[src/rtl/core/rlsfs_pkg.sv]
`timescale 1ns / 1ps

package rlsfs_pkg;

    // Default chain length and the upper bound that sizes the queue address field.
    localparam int LED_COUNT_DEF = 64;
    localparam int LED_COUNT_MAX = 1024;
    localparam int ADDR_W        = $clog2(LED_COUNT_MAX);

    // Frame layout: reset slots ahead of the data, then 24 data slots per LED.
    localparam int LEAD_RESET_SLOTS = 48;
    localparam int BITS_PER_LED     = 24;

    // Field widths.
    localparam int IDX_W   = 16;
    localparam int SLOT_W  = 11;
    localparam int CHAN_W  = 8;
    localparam int COLOR_W = 3 * CHAN_W;
    localparam int KEEP_W  = 9;
    localparam int POS_W   = 5;
    localparam int CODE_W  = 8;
    localparam int CFG_IDX_W = 2;

    // Full fade scale and the top bit of a color word.
    localparam int FADE_FULL = 256;
    localparam int TOP_BIT   = COLOR_W - 1;

    // Division by three of an 8-bit value: (x * 683) >> 11 is exact for x < 256.
    localparam int DIV3_RECIP = 683;
    localparam int DIV3_SHIFT = 11;

    // Depth of the queue between front and back.
    localparam int QUEUE_DEPTH = 2;

    // Command codes.
    typedef enum logic [1:0] {
        CMD_SET_ONE = 2'd0,
        CMD_SET_ALL = 2'd1,
        CMD_FADE    = 2'd2,
        CMD_READ    = 2'd3
    } cmd_t;

    // Configuration register indexes.
    typedef enum logic [CFG_IDX_W-1:0] {
        REG_DUTY_ONE   = 2'd0,
        REG_DUTY_ZERO  = 2'd1,
        REG_DUTY_RESET = 2'd2
    } reg_idx_t;

    // Configuration write as seen by the back end.
    typedef struct packed {
        logic                 valid;
        logic [CFG_IDX_W-1:0] index;
        logic [CODE_W-1:0]    data;
    } cfg_wr_t;

    // One classified item on its way from front to back.
    typedef struct packed {
        cmd_t               op;
        logic [ADDR_W-1:0]  addr;
        logic [COLOR_W-1:0] color;
        logic [KEEP_W-1:0]  keep;
        logic               in_data;
        logic [POS_W-1:0]   bit_pos;
    } entry_t;

    // Front state machine.
    typedef enum logic [1:0] {
        F_IDLE,
        F_DIV,
        F_MOD,
        F_PUSH
    } front_state_t;

    // Back state machine.
    typedef enum logic [2:0] {
        B_CLEAR,
        B_IDLE,
        B_SET,
        B_FADE,
        B_READ
    } back_state_t;

endpackage

[src/rtl/core/rlsfs_front.sv]
`timescale 1ns / 1ps

module rlsfs_front #(
    parameter int LED_COUNT = rlsfs_pkg::LED_COUNT_DEF
) (
    input  logic                                clk,
    input  logic                                rst_n,
    input  logic                                start,
    output logic                                busy,
    input  logic [1:0]                          cmd,
    input  logic [rlsfs_pkg::IDX_W-1:0]         led_index,
    input  logic [rlsfs_pkg::CHAN_W-1:0]        red,
    input  logic [rlsfs_pkg::CHAN_W-1:0]        green,
    input  logic [rlsfs_pkg::CHAN_W-1:0]        blue,
    input  logic [rlsfs_pkg::CHAN_W-1:0]        fade_amount,
    input  logic [rlsfs_pkg::SLOT_W-1:0]        slot_index,
    input  logic                                clearing,
    input  logic                                q_full,
    output logic                                push,
    output rlsfs_pkg::entry_t                   push_entry
);

    localparam int IDX_W  = rlsfs_pkg::IDX_W;
    localparam int SLOT_W = rlsfs_pkg::SLOT_W;
    localparam int ADDR_W = rlsfs_pkg::ADDR_W;
    // Reciprocal of the LED count: (x * MOD_RECIP) >> MOD_S is exact for any 16-bit x.
    localparam int MOD_S     = IDX_W + $clog2(LED_COUNT);
    localparam int MOD_RECIP = ((1 << MOD_S) + LED_COUNT - 1) / LED_COUNT;
    localparam int MPROD_W   = 2 * IDX_W + 1;
    localparam int DATA_END = rlsfs_pkg::LEAD_RESET_SLOTS
                              + LED_COUNT * rlsfs_pkg::BITS_PER_LED;
    localparam int PROD_W = 8 + 10;
    localparam int Q_W    = PROD_W - rlsfs_pkg::DIV3_SHIFT;

    rlsfs_pkg::front_state_t state_reg, state_next;

    logic                                  accept;
    rlsfs_pkg::cmd_t                       cmd_reg;
    logic [IDX_W-1:0]                      rem_reg;
    logic [IDX_W-1:0]                      rem_next;
    logic [IDX_W-1:0]                      quot_reg;
    logic [IDX_W-1:0]                      quot_next;
    logic [rlsfs_pkg::COLOR_W-1:0]         color_reg;
    logic [rlsfs_pkg::KEEP_W-1:0]          keep_reg;
    logic [SLOT_W-1:0]                     slot_reg;

    logic [MPROD_W-1:0]                    quot_full;
    logic                                  in_data;
    logic [SLOT_W-1:0]                     rel;
    logic [PROD_W-1:0]                     prod;
    logic [Q_W-1:0]                        led_q;
    logic [SLOT_W-1:0]                     pos_full;

    assign accept = start && !busy;

    // led_index modulo LED_COUNT in two steps: quotient by reciprocal, then the remainder.
    assign quot_full = MPROD_W'(rem_reg) * MPROD_W'(MOD_RECIP);
    assign quot_next = IDX_W'(quot_full >> MOD_S);
    assign rem_next  = rem_reg - (quot_reg * IDX_W'(LED_COUNT));

    // Slot decode: region test, then LED number and bit position by divide by 24.
    assign in_data  = (slot_reg >= SLOT_W'(rlsfs_pkg::LEAD_RESET_SLOTS))
                      && (32'(slot_reg) < 32'(DATA_END));
    assign rel      = slot_reg - SLOT_W'(rlsfs_pkg::LEAD_RESET_SLOTS);
    assign prod     = PROD_W'(rel[SLOT_W-1:3]) * PROD_W'(rlsfs_pkg::DIV3_RECIP);
    assign led_q    = prod[PROD_W-1:rlsfs_pkg::DIV3_SHIFT];
    assign pos_full = rel - ((SLOT_W'(led_q) << 4) + (SLOT_W'(led_q) << 3));

    // Next state.
    always_comb
    begin
        state_next = state_reg;
        unique case (state_reg)
            rlsfs_pkg::F_IDLE:
            begin
                if (accept)
                begin
                    state_next = (rlsfs_pkg::cmd_t'(cmd) == rlsfs_pkg::CMD_SET_ONE)
                                 ? rlsfs_pkg::F_DIV : rlsfs_pkg::F_PUSH;
                end
            end
            rlsfs_pkg::F_DIV:
            begin
                state_next = rlsfs_pkg::F_MOD;
            end
            rlsfs_pkg::F_MOD:
            begin
                state_next = rlsfs_pkg::F_PUSH;
            end
            rlsfs_pkg::F_PUSH:
            begin
                if (!q_full)
                begin
                    state_next = rlsfs_pkg::F_IDLE;
                end
            end
            default:
            begin
                state_next = rlsfs_pkg::F_IDLE;
            end
        endcase
    end

    // Outputs: handshake and the classified item.
    always_comb
    begin
        busy               = (state_reg != rlsfs_pkg::F_IDLE) || clearing;
        push               = (state_reg == rlsfs_pkg::F_PUSH) && !q_full;
        push_entry.op      = cmd_reg;
        push_entry.color   = color_reg;
        push_entry.keep    = keep_reg;
        push_entry.in_data = in_data;
        push_entry.bit_pos = pos_full[rlsfs_pkg::POS_W-1:0];
        push_entry.addr    = '0;
        unique case (cmd_reg)
            rlsfs_pkg::CMD_SET_ONE: push_entry.addr = rem_reg[ADDR_W-1:0];
            rlsfs_pkg::CMD_READ:    push_entry.addr = in_data ? ADDR_W'(led_q) : '0;
            default:                push_entry.addr = '0;
        endcase
    end

    // Control registers.
    always_ff @(posedge clk or negedge rst_n)
    begin
        if (!rst_n)
        begin
            state_reg <= rlsfs_pkg::F_IDLE;
        end
        else
        begin
            state_reg <= state_next;
        end
    end

    // Item payload registers.
    always_ff @(posedge clk)
    begin
        if (accept)
        begin
            cmd_reg   <= rlsfs_pkg::cmd_t'(cmd);
            rem_reg   <= led_index;
            color_reg <= {green, red, blue};
            keep_reg  <= rlsfs_pkg::KEEP_W'(rlsfs_pkg::FADE_FULL)
                         - rlsfs_pkg::KEEP_W'(fade_amount);
            slot_reg  <= slot_index;
        end
        else if (state_reg == rlsfs_pkg::F_DIV)
        begin
            quot_reg <= quot_next;
        end
        else if (state_reg == rlsfs_pkg::F_MOD)
        begin
            rem_reg <= rem_next;
        end
    end

endmodule

[src/rtl/core/rlsfs_queue.sv]
`timescale 1ns / 1ps

module rlsfs_queue (
    input  logic              clk,
    input  logic              rst_n,
    input  logic              push,
    input  rlsfs_pkg::entry_t push_entry,
    input  logic              pop,
    output rlsfs_pkg::entry_t head,
    output logic              full,
    output logic              empty
);

    localparam int DEPTH = rlsfs_pkg::QUEUE_DEPTH;
    localparam int PTR_W = (DEPTH > 1) ? $clog2(DEPTH) : 1;
    localparam int CNT_W = $clog2(DEPTH + 1);

    rlsfs_pkg::entry_t entries [DEPTH];
    logic [PTR_W-1:0]  wr_ptr_reg;
    logic [PTR_W-1:0]  rd_ptr_reg;
    logic [CNT_W-1:0]  count_reg;

    assign full  = (count_reg == CNT_W'(DEPTH));
    assign empty = (count_reg == '0);
    assign head  = entries[rd_ptr_reg];

    // Pointers and fill count.
    always_ff @(posedge clk or negedge rst_n)
    begin
        if (!rst_n)
        begin
            wr_ptr_reg <= '0;
            rd_ptr_reg <= '0;
            count_reg  <= '0;
        end
        else
        begin
            if (push)
            begin
                wr_ptr_reg <= (wr_ptr_reg == PTR_W'(DEPTH - 1)) ? '0 : wr_ptr_reg + PTR_W'(1);
            end
            if (pop)
            begin
                rd_ptr_reg <= (rd_ptr_reg == PTR_W'(DEPTH - 1)) ? '0 : rd_ptr_reg + PTR_W'(1);
            end
            if (push && !pop)
            begin
                count_reg <= count_reg + CNT_W'(1);
            end
            else if (pop && !push)
            begin
                count_reg <= count_reg - CNT_W'(1);
            end
        end
    end

    // Entry storage.
    always_ff @(posedge clk)
    begin
        if (push)
        begin
            entries[wr_ptr_reg] <= push_entry;
        end
    end

    // The front never pushes into a full queue and the back never pops an empty one.
    a_no_overflow: assert property (@(posedge clk) disable iff (!rst_n)
        push |-> !full)
        else $error("queue pushed while full");

    a_no_underflow: assert property (@(posedge clk) disable iff (!rst_n)
        pop |-> !empty)
        else $error("queue popped while empty");

endmodule

[src/rtl/core/rlsfs_back.sv]
`timescale 1ns / 1ps

module rlsfs_back #(
    parameter int LED_COUNT = rlsfs_pkg::LED_COUNT_DEF
) (
    input  logic                          clk,
    input  logic                          rst_n,
    input  rlsfs_pkg::cfg_wr_t            cfg,
    input  rlsfs_pkg::entry_t             head,
    input  logic                          q_empty,
    output logic                          pop,
    output logic                          clearing,
    output logic                          done,
    output logic [rlsfs_pkg::CODE_W-1:0]  slot_code,
    output logic                          is_read
);

    localparam int LED_W   = (LED_COUNT > 1) ? $clog2(LED_COUNT) : 1;
    localparam int CNT_W   = $clog2(LED_COUNT + 1);
    localparam int COLOR_W = rlsfs_pkg::COLOR_W;
    localparam int CHAN_W  = rlsfs_pkg::CHAN_W;
    localparam int CODE_W  = rlsfs_pkg::CODE_W;
    localparam int MUL_W   = CHAN_W + rlsfs_pkg::KEEP_W;

    rlsfs_pkg::back_state_t state_reg, state_next;
    logic [CNT_W-1:0]       cnt_reg, cnt_next;
    logic [CNT_W-1:0]       cnt_prev;
    rlsfs_pkg::entry_t      cur_reg;

    logic [CODE_W-1:0]      duty_one_reg;
    logic [CODE_W-1:0]      duty_zero_reg;
    logic [CODE_W-1:0]      duty_reset_reg;

    logic [COLOR_W-1:0]     store_mem [LED_COUNT];
    logic [COLOR_W-1:0]     rd_data_reg;
    logic                   mem_we;
    logic [LED_W-1:0]       mem_waddr;
    logic [COLOR_W-1:0]     mem_wdata;
    logic                   mem_re;
    logic [LED_W-1:0]       mem_raddr;

    logic                   done_reg, done_next;
    logic                   is_read_reg, is_read_next;
    logic [CODE_W-1:0]      slot_code_reg, slot_code_next;

    logic [MUL_W-1:0]       prod_g, prod_r, prod_b;
    logic [COLOR_W-1:0]     faded;
    logic [rlsfs_pkg::POS_W-1:0] bit_sel;
    logic                   bit_val;

    assign cnt_prev = cnt_reg - CNT_W'(1);

    // Fade of the word read last cycle: each channel scaled by keep/256.
    assign prod_g = MUL_W'(rd_data_reg[3*CHAN_W-1:2*CHAN_W]) * MUL_W'(cur_reg.keep);
    assign prod_r = MUL_W'(rd_data_reg[2*CHAN_W-1:CHAN_W]) * MUL_W'(cur_reg.keep);
    assign prod_b = MUL_W'(rd_data_reg[CHAN_W-1:0]) * MUL_W'(cur_reg.keep);
    assign faded  = {prod_g[2*CHAN_W-1:CHAN_W], prod_r[2*CHAN_W-1:CHAN_W],
                     prod_b[2*CHAN_W-1:CHAN_W]};

    // Slot bit: position zero is the green MSB.
    assign bit_sel = rlsfs_pkg::POS_W'(rlsfs_pkg::TOP_BIT) - cur_reg.bit_pos;
    assign bit_val = rd_data_reg[bit_sel];

    // Next state and sweep counter.
    always_comb
    begin
        state_next = state_reg;
        cnt_next   = cnt_reg;
        unique case (state_reg)
            rlsfs_pkg::B_CLEAR:
            begin
                cnt_next = cnt_reg + CNT_W'(1);
                if (cnt_reg == CNT_W'(LED_COUNT - 1))
                begin
                    state_next = rlsfs_pkg::B_IDLE;
                end
            end
            rlsfs_pkg::B_IDLE:
            begin
                cnt_next = '0;
                if (!q_empty)
                begin
                    unique case (head.op)
                        rlsfs_pkg::CMD_SET_ONE: state_next = rlsfs_pkg::B_IDLE;
                        rlsfs_pkg::CMD_SET_ALL: state_next = rlsfs_pkg::B_SET;
                        rlsfs_pkg::CMD_FADE:    state_next = rlsfs_pkg::B_FADE;
                        rlsfs_pkg::CMD_READ:    state_next = rlsfs_pkg::B_READ;
                    endcase
                end
            end
            rlsfs_pkg::B_SET:
            begin
                cnt_next = cnt_reg + CNT_W'(1);
                if (cnt_reg == CNT_W'(LED_COUNT - 1))
                begin
                    state_next = rlsfs_pkg::B_IDLE;
                end
            end
            rlsfs_pkg::B_FADE:
            begin
                cnt_next = cnt_reg + CNT_W'(1);
                if (cnt_reg == CNT_W'(LED_COUNT))
                begin
                    state_next = rlsfs_pkg::B_IDLE;
                end
            end
            rlsfs_pkg::B_READ:
            begin
                state_next = rlsfs_pkg::B_IDLE;
            end
            default:
            begin
                state_next = rlsfs_pkg::B_IDLE;
            end
        endcase
    end

    // Outputs: memory port controls, queue pop and the next result.
    always_comb
    begin
        pop            = 1'b0;
        mem_we         = 1'b0;
        mem_waddr      = cnt_reg[LED_W-1:0];
        mem_wdata      = '0;
        mem_re         = 1'b0;
        mem_raddr      = cnt_reg[LED_W-1:0];
        done_next      = 1'b0;
        is_read_next   = 1'b0;
        slot_code_next = '0;
        unique case (state_reg)
            rlsfs_pkg::B_CLEAR:
            begin
                mem_we = 1'b1;
            end
            rlsfs_pkg::B_IDLE:
            begin
                if (!q_empty)
                begin
                    pop = 1'b1;
                    unique case (head.op)
                        rlsfs_pkg::CMD_SET_ONE:
                        begin
                            mem_we    = 1'b1;
                            mem_waddr = head.addr[LED_W-1:0];
                            mem_wdata = head.color;
                            done_next = 1'b1;
                        end
                        rlsfs_pkg::CMD_SET_ALL,
                        rlsfs_pkg::CMD_FADE:
                        begin
                            done_next = 1'b1;
                        end
                        rlsfs_pkg::CMD_READ:
                        begin
                            mem_re    = 1'b1;
                            mem_raddr = head.addr[LED_W-1:0];
                        end
                    endcase
                end
            end
            rlsfs_pkg::B_SET:
            begin
                mem_we    = 1'b1;
                mem_wdata = cur_reg.color;
            end
            rlsfs_pkg::B_FADE:
            begin
                mem_re    = (cnt_reg < CNT_W'(LED_COUNT));
                mem_we    = (cnt_reg != '0);
                mem_waddr = cnt_prev[LED_W-1:0];
                mem_wdata = faded;
            end
            rlsfs_pkg::B_READ:
            begin
                done_next    = 1'b1;
                is_read_next = 1'b1;
                if (!cur_reg.in_data)
                begin
                    slot_code_next = duty_reset_reg;
                end
                else
                begin
                    slot_code_next = bit_val ? duty_one_reg : duty_zero_reg;
                end
            end
            default:
            begin
                pop = 1'b0;
            end
        endcase
    end

    // Control registers, duty registers and the result strobe.
    always_ff @(posedge clk or negedge rst_n)
    begin
        if (!rst_n)
        begin
            state_reg      <= rlsfs_pkg::B_CLEAR;
            cnt_reg        <= '0;
            done_reg       <= 1'b0;
            duty_one_reg   <= '0;
            duty_zero_reg  <= '0;
            duty_reset_reg <= '0;
        end
        else
        begin
            state_reg <= state_next;
            cnt_reg   <= cnt_next;
            done_reg  <= done_next;
            if (cfg.valid)
            begin
                unique case (rlsfs_pkg::reg_idx_t'(cfg.index))
                    rlsfs_pkg::REG_DUTY_ONE:   duty_one_reg   <= cfg.data;
                    rlsfs_pkg::REG_DUTY_ZERO:  duty_zero_reg  <= cfg.data;
                    rlsfs_pkg::REG_DUTY_RESET: duty_reset_reg <= cfg.data;
                    default:                   duty_one_reg   <= duty_one_reg;
                endcase
            end
        end
    end

    // Current item and result payload.
    always_ff @(posedge clk)
    begin
        if (pop)
        begin
            cur_reg <= head;
        end
        is_read_reg   <= is_read_next;
        slot_code_reg <= slot_code_next;
    end

    // Color store: one write port, one registered read port.
    always_ff @(posedge clk)
    begin
        if (mem_we)
        begin
            store_mem[mem_waddr] <= mem_wdata;
        end
    end

    always_ff @(posedge clk)
    begin
        if (mem_re)
        begin
            rd_data_reg <= store_mem[mem_raddr];
        end
    end

    assign clearing  = (state_reg == rlsfs_pkg::B_CLEAR);
    assign done      = done_reg;
    assign is_read   = is_read_reg;
    assign slot_code = slot_code_reg;

    // The fade sweep never reads the entry it is writing in the same cycle.
    a_fade_ports_apart: assert property (@(posedge clk) disable iff (!rst_n)
        (state_reg == rlsfs_pkg::B_FADE) && mem_we && mem_re |-> mem_waddr != mem_raddr)
        else $error("fade read and write hit the same entry");

    // A read answer only comes out of the read state.
    a_read_from_read_state: assert property (@(posedge clk) disable iff (!rst_n)
        done_reg && is_read_reg |-> $past(state_reg == rlsfs_pkg::B_READ))
        else $error("read result without a read");

    // Results for the other commands carry a zero code.
    a_zero_code_non_read: assert property (@(posedge clk) disable iff (!rst_n)
        done_reg && !is_read_reg |-> slot_code_reg == '0)
        else $error("non-read result with a nonzero code");

    // No item leaves the queue while the store is being cleared.
    a_no_pop_in_clear: assert property (@(posedge clk) disable iff (!rst_n)
        clearing |-> !pop && !done_next)
        else $error("item handled during the clearing pass");

endmodule

[src/rtl/core/rgb_led_slot_frame_store_top.sv]
`timescale 1ns / 1ps
// With the back end idle each item passes the front registers and the queue; set one
// first takes the divide and modulo steps. Set one, set all and fade answer as they are
// popped; a slot read answers from the read state after its store read. The front takes
// a new item only once it has pushed the last one. Set all and fade hold the back end
// for a sweep of the store; busy stays high once the two-entry queue behind them is full.
// Reset: the store is cleared to black with busy high; duty codes reset to 0.
// The receiver cannot stall: each result is shown for one cycle with done high.

module rgb_led_slot_frame_store_top #(
    parameter int LED_COUNT = rlsfs_pkg::LED_COUNT_DEF
) (
    input  logic                                 clk,
    input  logic                                 rst_n,
    input  logic                                 start,
    output logic                                 busy,
    input  logic [1:0]                           cmd,
    input  logic [rlsfs_pkg::IDX_W-1:0]          led_index,
    input  logic [rlsfs_pkg::CHAN_W-1:0]         red,
    input  logic [rlsfs_pkg::CHAN_W-1:0]         green,
    input  logic [rlsfs_pkg::CHAN_W-1:0]         blue,
    input  logic [rlsfs_pkg::CHAN_W-1:0]         fade_amount,
    input  logic [rlsfs_pkg::SLOT_W-1:0]         slot_index,
    input  logic                                 cfg_valid,
    output logic                                 cfg_ready,
    input  logic [rlsfs_pkg::CFG_IDX_W-1:0]      cfg_index,
    input  logic [rlsfs_pkg::CODE_W-1:0]         cfg_data,
    output logic                                 done,
    output logic [rlsfs_pkg::CODE_W-1:0]         slot_code,
    output logic                                 is_read
);

    rlsfs_pkg::entry_t  push_entry;
    rlsfs_pkg::entry_t  head;
    rlsfs_pkg::cfg_wr_t cfg;
    logic               push;
    logic               pop;
    logic               q_full;
    logic               q_empty;
    logic               clearing;

    // Configuration writes are always taken.
    assign cfg_ready = 1'b1;
    assign cfg.valid = cfg_valid && cfg_ready;
    assign cfg.index = cfg_index;
    assign cfg.data  = cfg_data;

    // Front end: accepts and classifies items.
    rlsfs_front #(
        .LED_COUNT (LED_COUNT)
    ) u_front (
        .clk         (clk),
        .rst_n       (rst_n),
        .start       (start),
        .busy        (busy),
        .cmd         (cmd),
        .led_index   (led_index),
        .red         (red),
        .green       (green),
        .blue        (blue),
        .fade_amount (fade_amount),
        .slot_index  (slot_index),
        .clearing    (clearing),
        .q_full      (q_full),
        .push        (push),
        .push_entry  (push_entry)
    );

    // Short queue between front and back.
    rlsfs_queue u_queue (
        .clk        (clk),
        .rst_n      (rst_n),
        .push       (push),
        .push_entry (push_entry),
        .pop        (pop),
        .head       (head),
        .full       (q_full),
        .empty      (q_empty)
    );

    // Back end: color store, sweeps and slot reads.
    rlsfs_back #(
        .LED_COUNT (LED_COUNT)
    ) u_back (
        .clk       (clk),
        .rst_n     (rst_n),
        .cfg       (cfg),
        .head      (head),
        .q_empty   (q_empty),
        .pop       (pop),
        .clearing  (clearing),
        .done      (done),
        .slot_code (slot_code),
        .is_read   (is_read)
    );

endmodule

[config.mk]
export PLATFORM = sky130hd
export DESIGN_NAME = rgb_led_slot_frame_store_top
export DESIGN_NICKNAME = d
export VERILOG_FILES = /design/src/rtl/core/rlsfs_pkg.sv /design/src/rtl/core/rlsfs_front.sv /design/src/rtl/core/rlsfs_queue.sv /design/src/rtl/core/rlsfs_back.sv /design/src/rtl/core/rgb_led_slot_frame_store_top.sv
export SDC_FILE = /design/constraint.sdc
export NUM_CORES = 2
export LEC_CHECK = 0
export BUFFER_PORTS_ARGS = -buffer_cell sky130_fd_sc_hd__buf_2
export CAP_MARGIN = 10
export CORE_UTILIZATION = 30
export CTS_BUF_LIST = sky130_fd_sc_hd__clkbuf_2
export DETAILED_ROUTE_END_ITERATION = 8
export SYNTH_ARGS = -nofsm -noshare
export SYNTH_HDL_FRONTEND = slang
export SYNTH_SLANG_ARGS = --single-unit
[constraint.sdc]
create_clock -name clk -period 7.4 [get_ports clk]
set_clock_uncertainty 0.1 [all_clocks]
set_input_delay 0.74 -clock clk [delete_from_list [all_inputs] [get_ports clk]]
set_output_delay 0.74 -clock clk [all_outputs]
set_load 0.005 [all_outputs]
# --- After elaboration in Yosys (flattened, before gate mapping) ---
# Memory sizes are Yosys's and may differ from the RTL's. A register that Yosys moved wholly into a read port is not among the register bits.
# Cells that the tools add are included.
# Widths: inputs -> output; s select.
totals:
  elab_cells: 147
  out_inout_bits: 12
  memories: 2
  ram_bits: 1638
  in_bits: 75
  regBits: 161
classes:
  muxes: 48
  multipliers: 4
  n_eq_ne: 22
  bitwise_logic: 1
  magnitude_cmp: 4
  add_sub_neg: 12
  n_reduce_logical: 32
mem_list:
  columns: ["memory", "depth", "width", "read_ports", "rd_clocked_by_memory_dff", "wr", "line_no", "text"]
  rows:
  - ["u_back.store_mem", 64, 24, 1, 1, 1, "rlsfs_back.sv:34", "logic [COLOR_W-1:0] store_mem [LED_COUNT];"]
  - ["u_queue.entries", 2, 51, 1, 0, 1, "rlsfs_queue.sv:18", "rlsfs_pkg::entry_t entries [DEPTH];"]
op_table:
  columns: ["cell", "count"]
  rows:
  - ["$pmux 24 s3", 1]
  - ["$mul 8x9->16", 3]
  - ["$mux 16", 3]
  - ["$mux 24", 2]
  - ["$mux 6", 5]
  - ["$pmux 10 s2", 1]
  - ["$mul 8x10->18 const B", 1]
  - ["$mux 1", 16]
  - ["$mux 8", 2]
  - ["$sub 16x16->16", 1]
  - ["$eq 2x2->1 const B", 7]
  - ["$pmux 7 s2", 1]
  - ["$logic_not 2->1", 6]
  - ["$pmux 3 s4", 1]
  - ["$pmux 6 s2", 1]
  - ["$reduce_and 2->1", 6]
  - ["$ge 11x6->1 const B", 1]
  - ["$lt 11x11->1 const B", 1]
  - ["$sub 11x6->11 const B", 1]
  - ["$mux 2", 5]
  - ["$mux 3", 3]
  - ["$pmux 3 s3", 1]
  - ["$sub 9x8->9 const A", 1]
  - ["$ne 2x1->1 const B", 4]
  - ["32 further kinds", 49]

# --- Logic depth before layout (Yosys ltp) ---
logic_depth:
  depth_word: 7
  depth_mapped: 18
  depth_no_buf: 18

# --- By module ---
# A second synthesis with hierarchy kept.
unflattened:
  hier_cells: 3979
  hier_area_um2: 76848.7
by_module_without_submodules:
  columns: ["module", "cells_each", "n_inst", "seq_area_each_um2", "area_each_um2"]
  rows:
  - ["rlsfs_back", 3475, 1, 49072.1, 68739.7]
  - ["rlsfs_queue", 175, 1, 3163.0, 4119.0]
  - ["rlsfs_front", 327, 1, 1851.8, 3978.8]
  - ["rgb_led_slot_frame_store_top", 2, 1, 0.0, 11.3]

# --- Least setup slack after synthesis ---
# Ideal clock, no wire load.
synth_path:
  kind: "reg-to-reg"
  startpoint: "register u_back.rd_data_reg[2] (read register of u_back.store_mem)"
  endpoint: "memory u_back.store_mem[0][6] (netlist bit) (data pin)"
  stages_incl_launch_ff: 17
  setup_ps: 702
  required_time_ps: 6598
  path_buffers: 1
  path_slack_ps: -423
  t_arrival_ps: 7021
  synth_period_minus_slack_ps: 7823
  cell_sequence: "edfxtp_1 > clkbuf_1 > and2_1 > fa_1 > inv_1 > fa_1 > inv_1 > fa_1 > fa_1 > ha_1 > a2111oi_0 > o41ai_1 > a221oi_1 > o21ai_0 > o21ai_0 > mux2_2 > o21ai_0"
synth_between:
  elab_chain_len: 2
synth_lines:
  columns: ["item", "line_no", "text"]
  rows:
  - ["start, declared", "rlsfs_back.sv:35", "logic [COLOR_W-1:0] rd_data_reg;"]
  - ["$mul 8x9->16", "rlsfs_back.sv:56", "assign prod_b = MUL_W'(rd_data_reg[CHAN_W-1:0]) * MUL_W'(cur_reg.keep);"]
  - ["$pmux 24 s3", "rlsfs_back.sv:130", "unique case (state_reg)"]
  - ["net u_back.mem_wdata[6]", "rlsfs_back.sv:38", "logic [COLOR_W-1:0] mem_wdata;"]
  - ["end, declared", "rlsfs_back.sv:34", null]
# The timed path passes the listed nets, and every way through them passes these cells.

# --- Worst setup path in the final report ---
layout_path:
  startpoint: "register u_back.cur_reg[8] (netlist bit)"
  endpoint: "memory u_back.store_mem[32][5] (netlist bit) (data pin)"
layout_between:
  elab_chain_len: 2
layout_lines:
  columns: ["item", "line_no", "text"]
  rows:
  - ["start, declared", "rlsfs_back.sv:28", "rlsfs_pkg::entry_t cur_reg;"]
  - ["start signal, assigned", "rlsfs_back.sv:227", "cur_reg <= head;"]
  - ["$mul 8x9->16", "rlsfs_back.sv:56", null]
  - ["$pmux 24 s3", "rlsfs_back.sv:130", null]
  - ["net u_back.mem_wdata[5]", "rlsfs_back.sv:38", null]
# The timed path passes the listed nets, and every way through them passes these cells.

==> metrics.cfg <==
[status]
status = complete, no violations

[critical_path]
cp-end-kind = flop
worstPathMaxFanout = 32
arrival_ns = 7.78
start_kind = flop
worstSetupPathType = reg -> reg
worst_ep_required_time_ns = 8.88

[grt]
grt_pass1_vias = 50220
grt_max_degree = 151
grt_pass1_wl_um = 328100
antenna_found_initial = 9
grtUsageTotal_pct = 16.70
grt_overflow = 0

[power_and_ir_drop]
p_total_w = 0.01755
p_per_area_nw_per_um2 = 195.2
vdd_drop_max_mv = 0.1448
leakage_nw = 27.02

[synth]
synth.cell_area_sq_um = 78740
syn_area_per_cell_sq_um = 14.87
synth.largest_area_cell = edfxtp_1
synth_area_leaders = edfxtp_1 (67%), a211oi_1 (4.2%), nor3b_1 (4.2%)
ys_warn_count = 0
synth.top_cell.area_share_pct = 66.55
synth_cell_types = 67
ys_async_sr_fraction_pct = 2.284
syn-num-nets = 5657
syn_inst = 5295
synthFlopType = edfxtp_1
ys_seq_elements = 1795
synth-edff-count = 1745
yosysSeqAreaShare_pct = 68.08

[timing]
rsz0062_at_grt = false
fmax_ghz = 0.1589
fin_crit_ns = 6.293
setup_slack_ns = 1.107
hold_viol = 0
period_share_pct = 85.04
finalSetupViolations = 0
tns_ns = 0
slew_viol_final = 0
worst_pin_slew_ns = 1.259
whs_ns = 0.2265
slew_headroom_pct = 16.09

[drt]
wirelength_um = 224700
vias_per_cell = 5.147
drcViolationCount = 0
drtAntennaViolNets = 0
drt-initial-drc-count = 4911
drt_pre_antenna_iters = 6
wl_per_cell_um = 23.31
dr_total_vias = 49620

[clock_network]
clock_latency_ns = 1.96
cts_buffers = 454
post_cts_buffers = 0
cts_buffer_depth = 4
root_buffer = clkbuf_2
cts_tree = built
clock-sinks = 1795
ctsHoldBuffers = 197
cts_resized = 0
h-tree-depth = 5
clkSlewWorstSetupHoldPaths_ns = 0.10

[cells_and_area]
area_growth_pct = 14.16
multiInputGateArea_sq_um = 23180
final_util_pct = 34.55
most-common-layout-cells = edfxtp_1 (1745), clkbuf_2 (638), a211oi_1 (444)
seq_area_sq_um = 53610
largest_reg_flops = 1536
layout_commonest_cell = edfxtp_1
post_route_cells_drive_above_1_share_pct = 18.24
fillCellCount = 25210
nNetsFinal = 6188

[placement]
dp_hpwl_um = 125800
pre_cts_ws_ns = 1.033
gp_congestion = 0.8439
port_buffers = 75

[floorplanning]
pin_count = 87
start_util_pct = 30.26
dieArea_sq_um = 264500
rows = 187
fp.dieH_um = 514.3
core_area_sq_um = 260200
die_w_um = 514.3

[run]
max_cap_viol_count = 0

[hold_path]
holdCritPathClass = in -> reg

[report_power, final]
| part | internal, W | switching, W | leakage (nW) |
|---|---|---|---|
| Clock | 0.00244 | 0.00394 | 2.96 |
| Sequential | 0.0110 | 0.0000124 | 13.2 |
| Combinational | 0.000115 | 0.0000451 | 10.9 |
[cells in the mapped netlist, types with 11 or more instances]
cell      number
edfxtp_1    1745
a211oi_1     444
nor3b_1      436
nand2_1      352
mux2i_1      260
o21ai_0      248
clkbuf_1     235
inv_1        226
ha_1         152
fa_1         135
nand4_1      122
and2_1       109
nor2_1       109
a221oi_1      99
buf_2         94
mux2_2        70
a31oi_1       52
a32oi_1       50
dfrtp_1       41
xnor2_1       41
a21oi_1       29
nor3_1        25
a22oi_1       23
buf_1         20
nand3_1       16
xor2_1        16
buf_4         11
buf_6         11
[worst paths after layout]
path | startpoint | end | slack, ns | cells after the start
max | u_back.cur_reg[8] | u_back.store_mem[32][5] | 1.11 | 15
min | blue[4] | u_front.color_reg[4] | 0.23 | 3
max reg2reg | u_back.cur_reg[8] | u_back.store_mem[32][5] | 1.11 | 15
min reg2reg | u_front.color_reg[4] | u_queue.entries[0][19] | 0.28 | 0
max in group asynchronous | rst_n | u_back.duty_one_reg[0] | 6.54 | 5
min in group asynchronous | rst_n | u_queue.rd_ptr_reg | 0.42 | 5
[layer usage]
layer  up-vias  part of all wire, %  track usage (%)
met5         -                0.011                0
met4         4                  3.2            6.499
met3       390                  8.8            3.626
met1     25230                   40            21.35
met2      2227                   48            27.49
li1      21760                    -                -
[layout make-up]
class / instances / share of cell area [%]
Tap cell: 3496 / 4.866
Clock buffer: 638 / 3.552
Sequential cell: 1795 / 59.64
Antenna cell: 7 / 0.01949
Multi-Input combinational cell: 2897 / 25.79
Clock inverter: 128 / 0.6821
Timing Repair Buffer: 451 / 4.507
Inverter: 227 / 0.9479
[through the flow]
step           cells  cell area, sq um
6_report        9639             89890
5_1_grt         9633             89870
4_1_cts         9632             89870
3_5_place_dp    8669             84080
3_3_place_gp    8669             84080
2_1_floorplan   5295             78740
[cells by family (layout without fill, tap and decap cells)]
| kind of cell | after synthesis | in the layout | synth area share, % |
|---|---|---|---|
| AOI/OAI and AO/OA | 997 | 997 | 8.803 |
| buffers and inverters | 603 | 1444 | 3.205 |
| DFF | 1795 | 1795 | 68.08 |
| xor gates and xnor gates | 57 | 57 | 0.6340 |
| other | 1 | 8 | 0.004763 |
| and+or+nand+nor | 1217 | 1217 | 8.889 |
| adders and majority gates | 287 | 287 | 5.848 |
| muxes | 338 | 338 | 4.535 |
[worst max-delay path, cell delays in order, from the launching register on]
cell and delay, ns:
edfxtp_1 0.93, nand2_1 0.18, fa_1 0.56, fa_1 0.51, inv_1 0.05, fa_1 0.49
fa_1 0.42, ha_1 0.23, a2111oi_0 0.31, o41ai_1 0.19, a221oi_1 0.62, o21ai_0 0.41
nor2_1 0.21, xor2_1 0.12, o21ai_4 0.37, buf_4 0.42
(Power assumes the default switching activity.)
